## config.mk

```make
export PLATFORM = sky130hd
export DESIGN_NAME = edge_interval_capture_fifo
export DESIGN_NICKNAME = d
export VERILOG_FILES = /design/src/design/eicf_pkg.sv /design/src/design/eicf_ctrl.sv /design/src/design/eicf_datapath.sv /design/src/design/edge_interval_capture_fifo.sv
export SDC_FILE = /design/constraint.sdc
export NUM_CORES = 1
export LEC_CHECK = 0
export BUFFER_PORTS_ARGS = -buffer_cell sky130_fd_sc_hd__buf_4
export CAP_MARGIN = 20
export CORE_UTILIZATION = 28
export DETAILED_ROUTE_END_ITERATION = 10
export SLEW_MARGIN = 20
export SYNTH_ARGS = -nofsm -noshare
export SYNTH_HDL_FRONTEND = slang
export SYNTH_SLANG_ARGS = --single-unit
```

## constraint.sdc

```tcl
create_clock -name clk -period 7.62 [get_ports clk]
set_input_delay 2.286 -clock clk [delete_from_list [all_inputs] [get_ports clk]]
set_output_delay 2.286 -clock clk [all_outputs]
set_load 0.02 [all_outputs]
```

## src/design/eicf_pkg.sv

```systemverilog
// Package of shared types and constants for the edge interval capture block
`timescale 1ns / 1ps

package eicf_pkg;

    // Default ring depth in records (one slot always stays empty)
    localparam int RING_DEPTH_DEF = 32;

    localparam int TIME_W      = 32;
    localparam int FILL_W      = 5;
    localparam int IN_TDATA_W  = 40;
    localparam int OUT_TDATA_W = 72;

    // Item kinds carried on the input tuser
    typedef enum logic [1:0] {
        FUNC_EDGE   = 2'd0,
        FUNC_POP    = 2'd1,
        FUNC_ARM    = 2'd2,
        FUNC_DISARM = 2'd3
    } func_t;

    // Commands from the controller to the datapath
    typedef struct packed {
        logic load_in;
        logic exec;
        logic load_out;
    } ctrl_cmd_t;

endpackage

```

## src/design/eicf_ctrl.sv

```systemverilog
// Controller state machine: sequences accept, execute and result load per transaction
`timescale 1ns / 1ps

module eicf_ctrl
(
    input  logic                clk,
    input  logic                rst_n,
    input  logic                s_tvalid,
    output logic                s_tready,
    output logic                m_tvalid,
    input  logic                m_tready,
    output eicf_pkg::ctrl_cmd_t cmd
);

    typedef enum logic [1:0] {
        ST_IDLE,
        ST_EXEC,
        ST_RESULT
    } state_t;

    state_t state_reg;
    logic   s_tready_reg;
    logic   m_tvalid_reg;
    logic   out_free;

    // Output slot is free when empty or being drained this cycle
    assign out_free = !m_tvalid_reg || m_tready;

    // Drive datapath commands from the current state
    always_comb
    begin
        cmd.load_in  = s_tvalid && s_tready_reg;
        cmd.exec     = (state_reg == ST_EXEC);
        cmd.load_out = (state_reg == ST_RESULT) && out_free;
    end

    // Hold state and the handshake outputs
    always_ff @(posedge clk or negedge rst_n)
    begin
        if (!rst_n)
        begin
            state_reg    <= ST_IDLE;
            s_tready_reg <= 1'b1;
            m_tvalid_reg <= 1'b0;
        end
        else
        begin
            // Raise valid on a result load, drop it once the result is taken
            if (cmd.load_out)
            begin
                m_tvalid_reg <= 1'b1;
            end
            else if (m_tready)
            begin
                m_tvalid_reg <= 1'b0;
            end
            case (state_reg)
                ST_IDLE:
                begin
                    if (s_tvalid && s_tready_reg)
                    begin
                        s_tready_reg <= 1'b0;
                        state_reg    <= ST_EXEC;
                    end
                end
                ST_EXEC:
                begin
                    state_reg <= ST_RESULT;
                end
                ST_RESULT:
                begin
                    if (out_free)
                    begin
                        s_tready_reg <= 1'b1;
                        state_reg    <= ST_IDLE;
                    end
                end
                default:
                begin
                    state_reg    <= ST_IDLE;
                    s_tready_reg <= 1'b1;
                end
            endcase
        end
    end

    assign s_tready = s_tready_reg;
    assign m_tvalid = m_tvalid_reg;

endmodule

```

## src/design/eicf_datapath.sv

```systemverilog
// Datapath: capture state, record ring memory and result register
`timescale 1ns / 1ps

module eicf_datapath
#(
    parameter int RING_DEPTH = eicf_pkg::RING_DEPTH_DEF
)
(
    input  logic                                clk,
    input  logic                                rst_n,
    input  eicf_pkg::ctrl_cmd_t                 cmd,
    input  logic [1:0]                          s_tuser,
    input  logic [eicf_pkg::IN_TDATA_W-1:0]     s_tdata,
    output logic [0:0]                          m_tuser,
    output logic [eicf_pkg::OUT_TDATA_W-1:0]    m_tdata
);

    localparam int IDX_W = $clog2(RING_DEPTH);
    localparam int REC_W = eicf_pkg::TIME_W + 1;

    // Input transaction register
    eicf_pkg::func_t             func_reg;
    logic                        level_in_reg;
    logic [eicf_pkg::TIME_W-1:0] time_in_reg;

    // Capture state
    logic [eicf_pkg::TIME_W-1:0] baseline_reg, baseline_next;
    logic [IDX_W-1:0]            wr_idx_reg, wr_idx_next;
    logic [IDX_W-1:0]            rd_idx_reg, rd_idx_next;
    logic                        armed_reg, armed_next;
    logic [eicf_pkg::TIME_W-1:0] dropped_reg, dropped_next;
    logic                        hit_reg, hit_next;

    // Ring storage, {width, level}
    logic [REC_W-1:0]            ring_mem [RING_DEPTH];
    logic [REC_W-1:0]            rd_data_reg;
    logic                        ring_we;
    logic                        ring_re;

    logic [IDX_W-1:0]            wr_succ;
    logic [IDX_W-1:0]            rd_succ;
    logic [eicf_pkg::TIME_W-1:0] width_calc;
    logic [IDX_W:0]              fill_raw;
    logic [31:0]                 fill_wide;
    logic [eicf_pkg::TIME_W-1:0] pop_width;
    logic                        pop_level;

    logic [eicf_pkg::OUT_TDATA_W-1:0] out_tdata_reg;
    logic                             out_tuser_reg;

    // Latch the accepted transaction
    always_ff @(posedge clk)
    begin
        if (cmd.load_in)
        begin
            func_reg     <= eicf_pkg::func_t'(s_tuser);
            level_in_reg <= s_tdata[0];
            time_in_reg  <= s_tdata[eicf_pkg::TIME_W:1];
        end
    end

    // Ring index successors with wrap at the depth
    assign wr_succ = (wr_idx_reg == IDX_W'(RING_DEPTH - 1)) ? '0 : wr_idx_reg + IDX_W'(1);
    assign rd_succ = (rd_idx_reg == IDX_W'(RING_DEPTH - 1)) ? '0 : rd_idx_reg + IDX_W'(1);
    assign width_calc = time_in_reg - baseline_reg;

    // Work out the next capture state for the held transaction
    always_comb
    begin
        baseline_next = baseline_reg;
        wr_idx_next   = wr_idx_reg;
        rd_idx_next   = rd_idx_reg;
        armed_next    = armed_reg;
        dropped_next  = dropped_reg;
        hit_next      = hit_reg;
        ring_we       = 1'b0;
        ring_re       = 1'b0;
        if (cmd.exec)
        begin
            hit_next = 1'b0;
            case (func_reg)
                eicf_pkg::FUNC_EDGE:
                begin
                    if (armed_reg)
                    begin
                        baseline_next = time_in_reg;
                        if (wr_succ == rd_idx_reg)
                        begin
                            dropped_next = dropped_reg + 32'd1;
                        end
                        else
                        begin
                            ring_we     = 1'b1;
                            wr_idx_next = wr_succ;
                        end
                    end
                end
                eicf_pkg::FUNC_POP:
                begin
                    if (rd_idx_reg != wr_idx_reg)
                    begin
                        ring_re     = 1'b1;
                        hit_next    = 1'b1;
                        rd_idx_next = rd_succ;
                    end
                end
                eicf_pkg::FUNC_ARM:
                begin
                    baseline_next = time_in_reg;
                    wr_idx_next   = '0;
                    rd_idx_next   = '0;
                    armed_next    = 1'b1;
                end
                eicf_pkg::FUNC_DISARM:
                begin
                    armed_next = 1'b0;
                end
                default:
                begin
                    armed_next = armed_reg;
                end
            endcase
        end
    end

    // Hold capture state
    always_ff @(posedge clk or negedge rst_n)
    begin
        if (!rst_n)
        begin
            baseline_reg <= '0;
            wr_idx_reg   <= '0;
            rd_idx_reg   <= '0;
            armed_reg    <= 1'b0;
            dropped_reg  <= '0;
            hit_reg      <= 1'b0;
        end
        else
        begin
            baseline_reg <= baseline_next;
            wr_idx_reg   <= wr_idx_next;
            rd_idx_reg   <= rd_idx_next;
            armed_reg    <= armed_next;
            dropped_reg  <= dropped_next;
            hit_reg      <= hit_next;
        end
    end

    // Write one record or read the oldest one
    always_ff @(posedge clk)
    begin
        if (ring_we)
        begin
            ring_mem[wr_idx_reg] <= {width_calc, level_in_reg};
        end
        if (ring_re)
        begin
            rd_data_reg <= ring_mem[rd_idx_reg];
        end
    end

    // Records waiting in the ring
    always_comb
    begin
        if (wr_idx_reg >= rd_idx_reg)
        begin
            fill_raw = {1'b0, wr_idx_reg} - {1'b0, rd_idx_reg};
        end
        else
        begin
            fill_raw = {1'b0, wr_idx_reg} + (IDX_W + 1)'(RING_DEPTH) - {1'b0, rd_idx_reg};
        end
        fill_wide = 32'(fill_raw);
    end

    // Zero the popped fields when the pop found nothing
    assign pop_width = hit_reg ? rd_data_reg[REC_W-1:1] : '0;
    assign pop_level = hit_reg ? rd_data_reg[0] : 1'b0;

    // Load the result register
    always_ff @(posedge clk)
    begin
        if (cmd.load_out)
        begin
            out_tuser_reg <= hit_reg;
            out_tdata_reg <= {1'b0, armed_reg, fill_wide[eicf_pkg::FILL_W-1:0],
                              dropped_reg, pop_width, pop_level};
        end
    end

    assign m_tuser = out_tuser_reg;
    assign m_tdata = out_tdata_reg;

endmodule

```

## src/design/edge_interval_capture_fifo.sv

```systemverilog
// Top level of the edge interval capture block with its record ring
// Usage:
//   Input stream (s_*): one transaction per item. s_tuser selects the kind:
//   edge, pop, arm or disarm. s_tdata carries the pin level and a microsecond
//   timestamp (baseline on arm). Arm loads the baseline, empties the ring and
//   enables capture; disarm stops capture but keeps queued records.
//   Each armed edge records the time since the previous edge (or the arm) and its level;
//   if the ring is full the record is dropped and the overrun count rises.
//   Output stream (m_*): exactly one transaction per input item. m_tuser
//   flags a pop that returned a record; m_tdata holds the record, the overrun
//   count, the fill count and the armed flag after the item.
//   Timing: an item is accepted, executed in the next cycle (ring write or
//   registered ring read), and its result is then loaded into the result
//   register, which raises m_tvalid; the next item is accepted only once
//   that load is done, so items are handled one at a time. A new item is
//   accepted while a result still waits.
//   A stalled receiver holds the result; a finished item then waits in the
//   block and no further item is accepted until the result is taken.
//   Reset clears the baseline, the ring indices, the overrun count and the
//   armed flag; the ring contents need no clearing.
`timescale 1ns / 1ps

module edge_interval_capture_fifo
#(
    parameter int RING_DEPTH = eicf_pkg::RING_DEPTH_DEF
)
(
    input  logic                             clk,
    input  logic                             rst_n,
    input  logic                             s_tvalid,
    output logic                             s_tready,
    input  logic [1:0]                       s_tuser,  // func
    input  logic [eicf_pkg::IN_TDATA_W-1:0]  s_tdata,  // edge_level, time_us, zero pad
    output logic                             m_tvalid,
    input  logic                             m_tready,
    output logic [0:0]                       m_tuser,  // pop_valid
    output logic [eicf_pkg::OUT_TDATA_W-1:0] m_tdata   // pop_level, pop_width,
                                                       // overrun_count, fill_count,
                                                       // armed, zero pad
);

    eicf_pkg::ctrl_cmd_t cmd;

    // Sequence each transaction
    eicf_ctrl u_ctrl
    (
        .clk      (clk),
        .rst_n    (rst_n),
        .s_tvalid (s_tvalid),
        .s_tready (s_tready),
        .m_tvalid (m_tvalid),
        .m_tready (m_tready),
        .cmd      (cmd)
    );

    // Capture state, ring and result register
    eicf_datapath #(
        .RING_DEPTH (RING_DEPTH)
    ) u_datapath
    (
        .clk     (clk),
        .rst_n   (rst_n),
        .cmd     (cmd),
        .s_tuser (s_tuser),
        .s_tdata (s_tdata),
        .m_tuser (m_tuser),
        .m_tdata (m_tdata)
    );

endmodule

```

==> flow_metrics.tcl <==
set metrics [dict create \
    die_h_um 425 \
    fin_skew_ps 25.6 \
    grt_max_degree 128 \
    vias 23645 \
    synth_cells 2369 \
    endpoint "u_datapath.ring_mem[29][0]" \
    worstPathRequired_ps 8010 \
    yosysSeqAreaShare_pct 75.8 \
    end_kind "flip-flop" \
    synth-compound-area-share_pct 1.90 \
    avgSynthCellArea_um2 21.1 \
    cts_inserted_buffers 132 \
    finalSetupViolations 0 \
    ios 121 \
    row_count 154 \
    grt_pass1_vias 23932 \
    total_power_uw 16700 \
    cts_sinks 1276 \
    num-nets-final 2673 \
    reg2reg_to "u_datapath.ring_mem[29][0]" \
    synth_area_leaders "edfxtp_1, mux4_2, dfrtp_1" \
    holdCritPathClass "reg -> reg" \
    drv_cap 0 \
    ant_nets 0 \
    leakage_uw 0.0184 \
    htree_levels 4 \
    r2r-start "u_datapath.wr_idx_reg[1]" \
    wirelength_mm 116 \
    gp_congestion 0.803 \
    cts_tree "done" \
    ctsResizeCount 0 \
    coreArea_um2 177000 \
    crit_path_max_fanout 19 \
    max_freq_ghz 0.225 \
    rsz0062_at_grt "no" \
    setup_tns_ps 0 \
    dp_hpwl_mm 63.4 \
    power.density_nw_per_um2 284 \
    synth-xor-area-share_pct 1.19 \
    synth_area_leader_cell "edfxtp_1" \
    fin_crit_sh_pct 58.2 \
    synth_adder_area_share_pct 1.18 \
    criticalPathCategory "reg -> reg" \
    ff2ff_path_depth 9 \
    fin_crit_ps 4440 \
    ctsHoldBuffers 0 \
    drtIter0Drc 2232 \
    cts_setup_buffers 0 \
    grt_overflow 0 \
    drive_gt1_share_pct 30.5 \
    yosys.area_share.simple_pct 2.94 \
    clockRootBuffer "clkbuf_16" \
    drc 0 \
    max_slew_margin_pct 25.6 \
    rrSetupSlack_ps 3180 \
    async_reset_ff_share_pct 6.27 \
    clk_latency_ps 760 \
    largest_register_ff_count 1056 \
    synth_ff_type "edfxtp_1" \
    synth_warnings 0 \
    first_pass_iters 5 \
    worst_slew_pin_slew_ps 1110 \
    final_cells 5024 \
    cts_buffer_depth 3 \
    vias_per_cell 4.71 \
    synth_nets 2461 \
    grt_pass1_wl_mm 167 \
    slew_viol_final 0 \
    clkTransAtPathRegs_ps 60 \
    synth_seq_cells 1276 \
    synth-edff-count 1196 \
    die-area_um2 180000 \
    port_buffers 112 \
    outcome "finished clean" \
    start_kind "flip-flop" \
    hold_viol 0 \
    ir_drop_uv 229 \
    crit_start "u_datapath.wr_idx_reg[1]" \
    post-place-cells 4787 \
    design_area_um2 58600 \
    synthesis.area_um2 50000 \
    dpl_cell_area_um2 54500 \
    antenna_found_initial 3 \
    wl_per_cell_um 23.2 \
    synthDominantCellAreaShare_pct 71.8 \
    groute.usage.overall_pct 12.8 \
    cp.arrival_ps 4820 \
    synth_mux_area_share_pct 15.7 \
    synth_top_family_by_area "multiplexers" \
    ys_types 60 \
    die_w_um 425 \
    area_delta_synth_final_pct 17.2 \
    initial_utilization_pct 28.3 \
]
area by class of cell:
cell class / count / area, um2
timing repair buffer: 184 / 1410
antenna: 3 / 7.51
clock buffer: 156 / 3400
clock inverter: 78 / 739
tap: 2340 / 2930
sequential: 1276 / 37900
fill: 16640 / 118000
multi-input combinational: 924 / 12000
inverter: 63 / 239
cells in the mapped netlist, drive strengths merged (3+ instances only):
cell	instances
a211oi	4
and3	5
o21a	6
o211ai	5
and2	40
buf	38
inv	62
nand2	82
or3	4
edfxtp	1196
clkbuf	68
nand3	25
nor2b	6
nand4	20
nor4	7
ha	44
nand2b	10
xnor2	38
o31a	5
nor3b	3
and4	3
mux4	330
mux2	35
nor2	60
a311oi	3
dfrtp	79
xor2	30
a21oi	39
o21ai	53
o31ai	7
a21o	10
or2	3
nor3	19
o21bai	7
critical path, stage by stage, from the launching register on:
cell	delay, ps
dfrtp_1	500
ha_1	230
and3_1	160
ha_1	310
a21oi_1	100
xnor2_1	490
o31a_2	270
nand2_1	470
nor2_4	900
buf_4	570
through the flow:
| stage | hold WS, ps | utilization, % | setup slack, ps |
|---|---|---|---|
| finish | 444 | 33.2 | 3180 |
| global route | 462 | 33.2 | 2990 |
| CTS | 446 | 33.1 | 3190 |
| detailed placement | 433 | 30.8 | 3210 |
| global placement | 437 | 30.8 | 3300 |
| floorplan | 425 | - | 1480 |
power breakdown:
part | switching, uW | leakage [uW] | internal, uW
clock network | 2730 | 0.00201 | 3500
logic | 1250 | 0.00456 | 850
registers | 59.5 | 0.0118 | 8290
total | 4040 | 0.0184 | 12600
kinds of logic (layout without fill, tap and decap cells):
logic type / after synthesis / in the layout
AOI/OAI and AO/OA: 152 / 152
xor gates and xnor gates: 68 / 68
adders and majority gates: 46 / 46
buffers and inverters: 169 / 481
DFF: 1276 / 1276
muxes: 366 / 366
other: 1 / 4
and+or+nand+nor: 291 / 291
placed cells by master (no fill, tap or decap), drive strengths merged, types with 8 or more instances in the layout:
master  count
mux2       35
nand3      25
ha         44
clkinv     53
inv        74
buf       184
nor2       60
a21o       10
bufinv      8
edfxtp   1196
xnor2      38
xor2       30
nand2b     10
and2       40
mux4      330
nand4      20
dfrtp      79
nor3       19
o21ai      53
clkbuf    156
nand2      82
a21oi      39
worst min path at each step:
stage,startpoint,end,slack [ps],cells past startpoint
detailed placement,u_datapath.dropped_reg[25],u_datapath.m_tdata[58],430,0
CTS,u_datapath.dropped_reg[25],u_datapath.m_tdata[58],450,0
global route,u_datapath.dropped_reg[26],u_datapath.m_tdata[59],460,0
finish,u_datapath.dropped_reg[25],u_datapath.m_tdata[58],440,0
global placement,u_datapath.dropped_reg[26],u_datapath.m_tdata[59],440,0
floorplan,u_datapath.dropped_reg[25],u_datapath.m_tdata[58],420,0
per-layer routing:
| layer | GRT usage, % | part of all wire (%) |
|---|---|---|
| met1 | 16.6 | 42 |
| met4 | 3.70 | 2.3 |
| met5 | 0 | 0 |
| met3 | 2.59 | 5.4 |
| met2 | 21.6 | 50 |
Note: power is estimated with default switching activity, not from simulation.
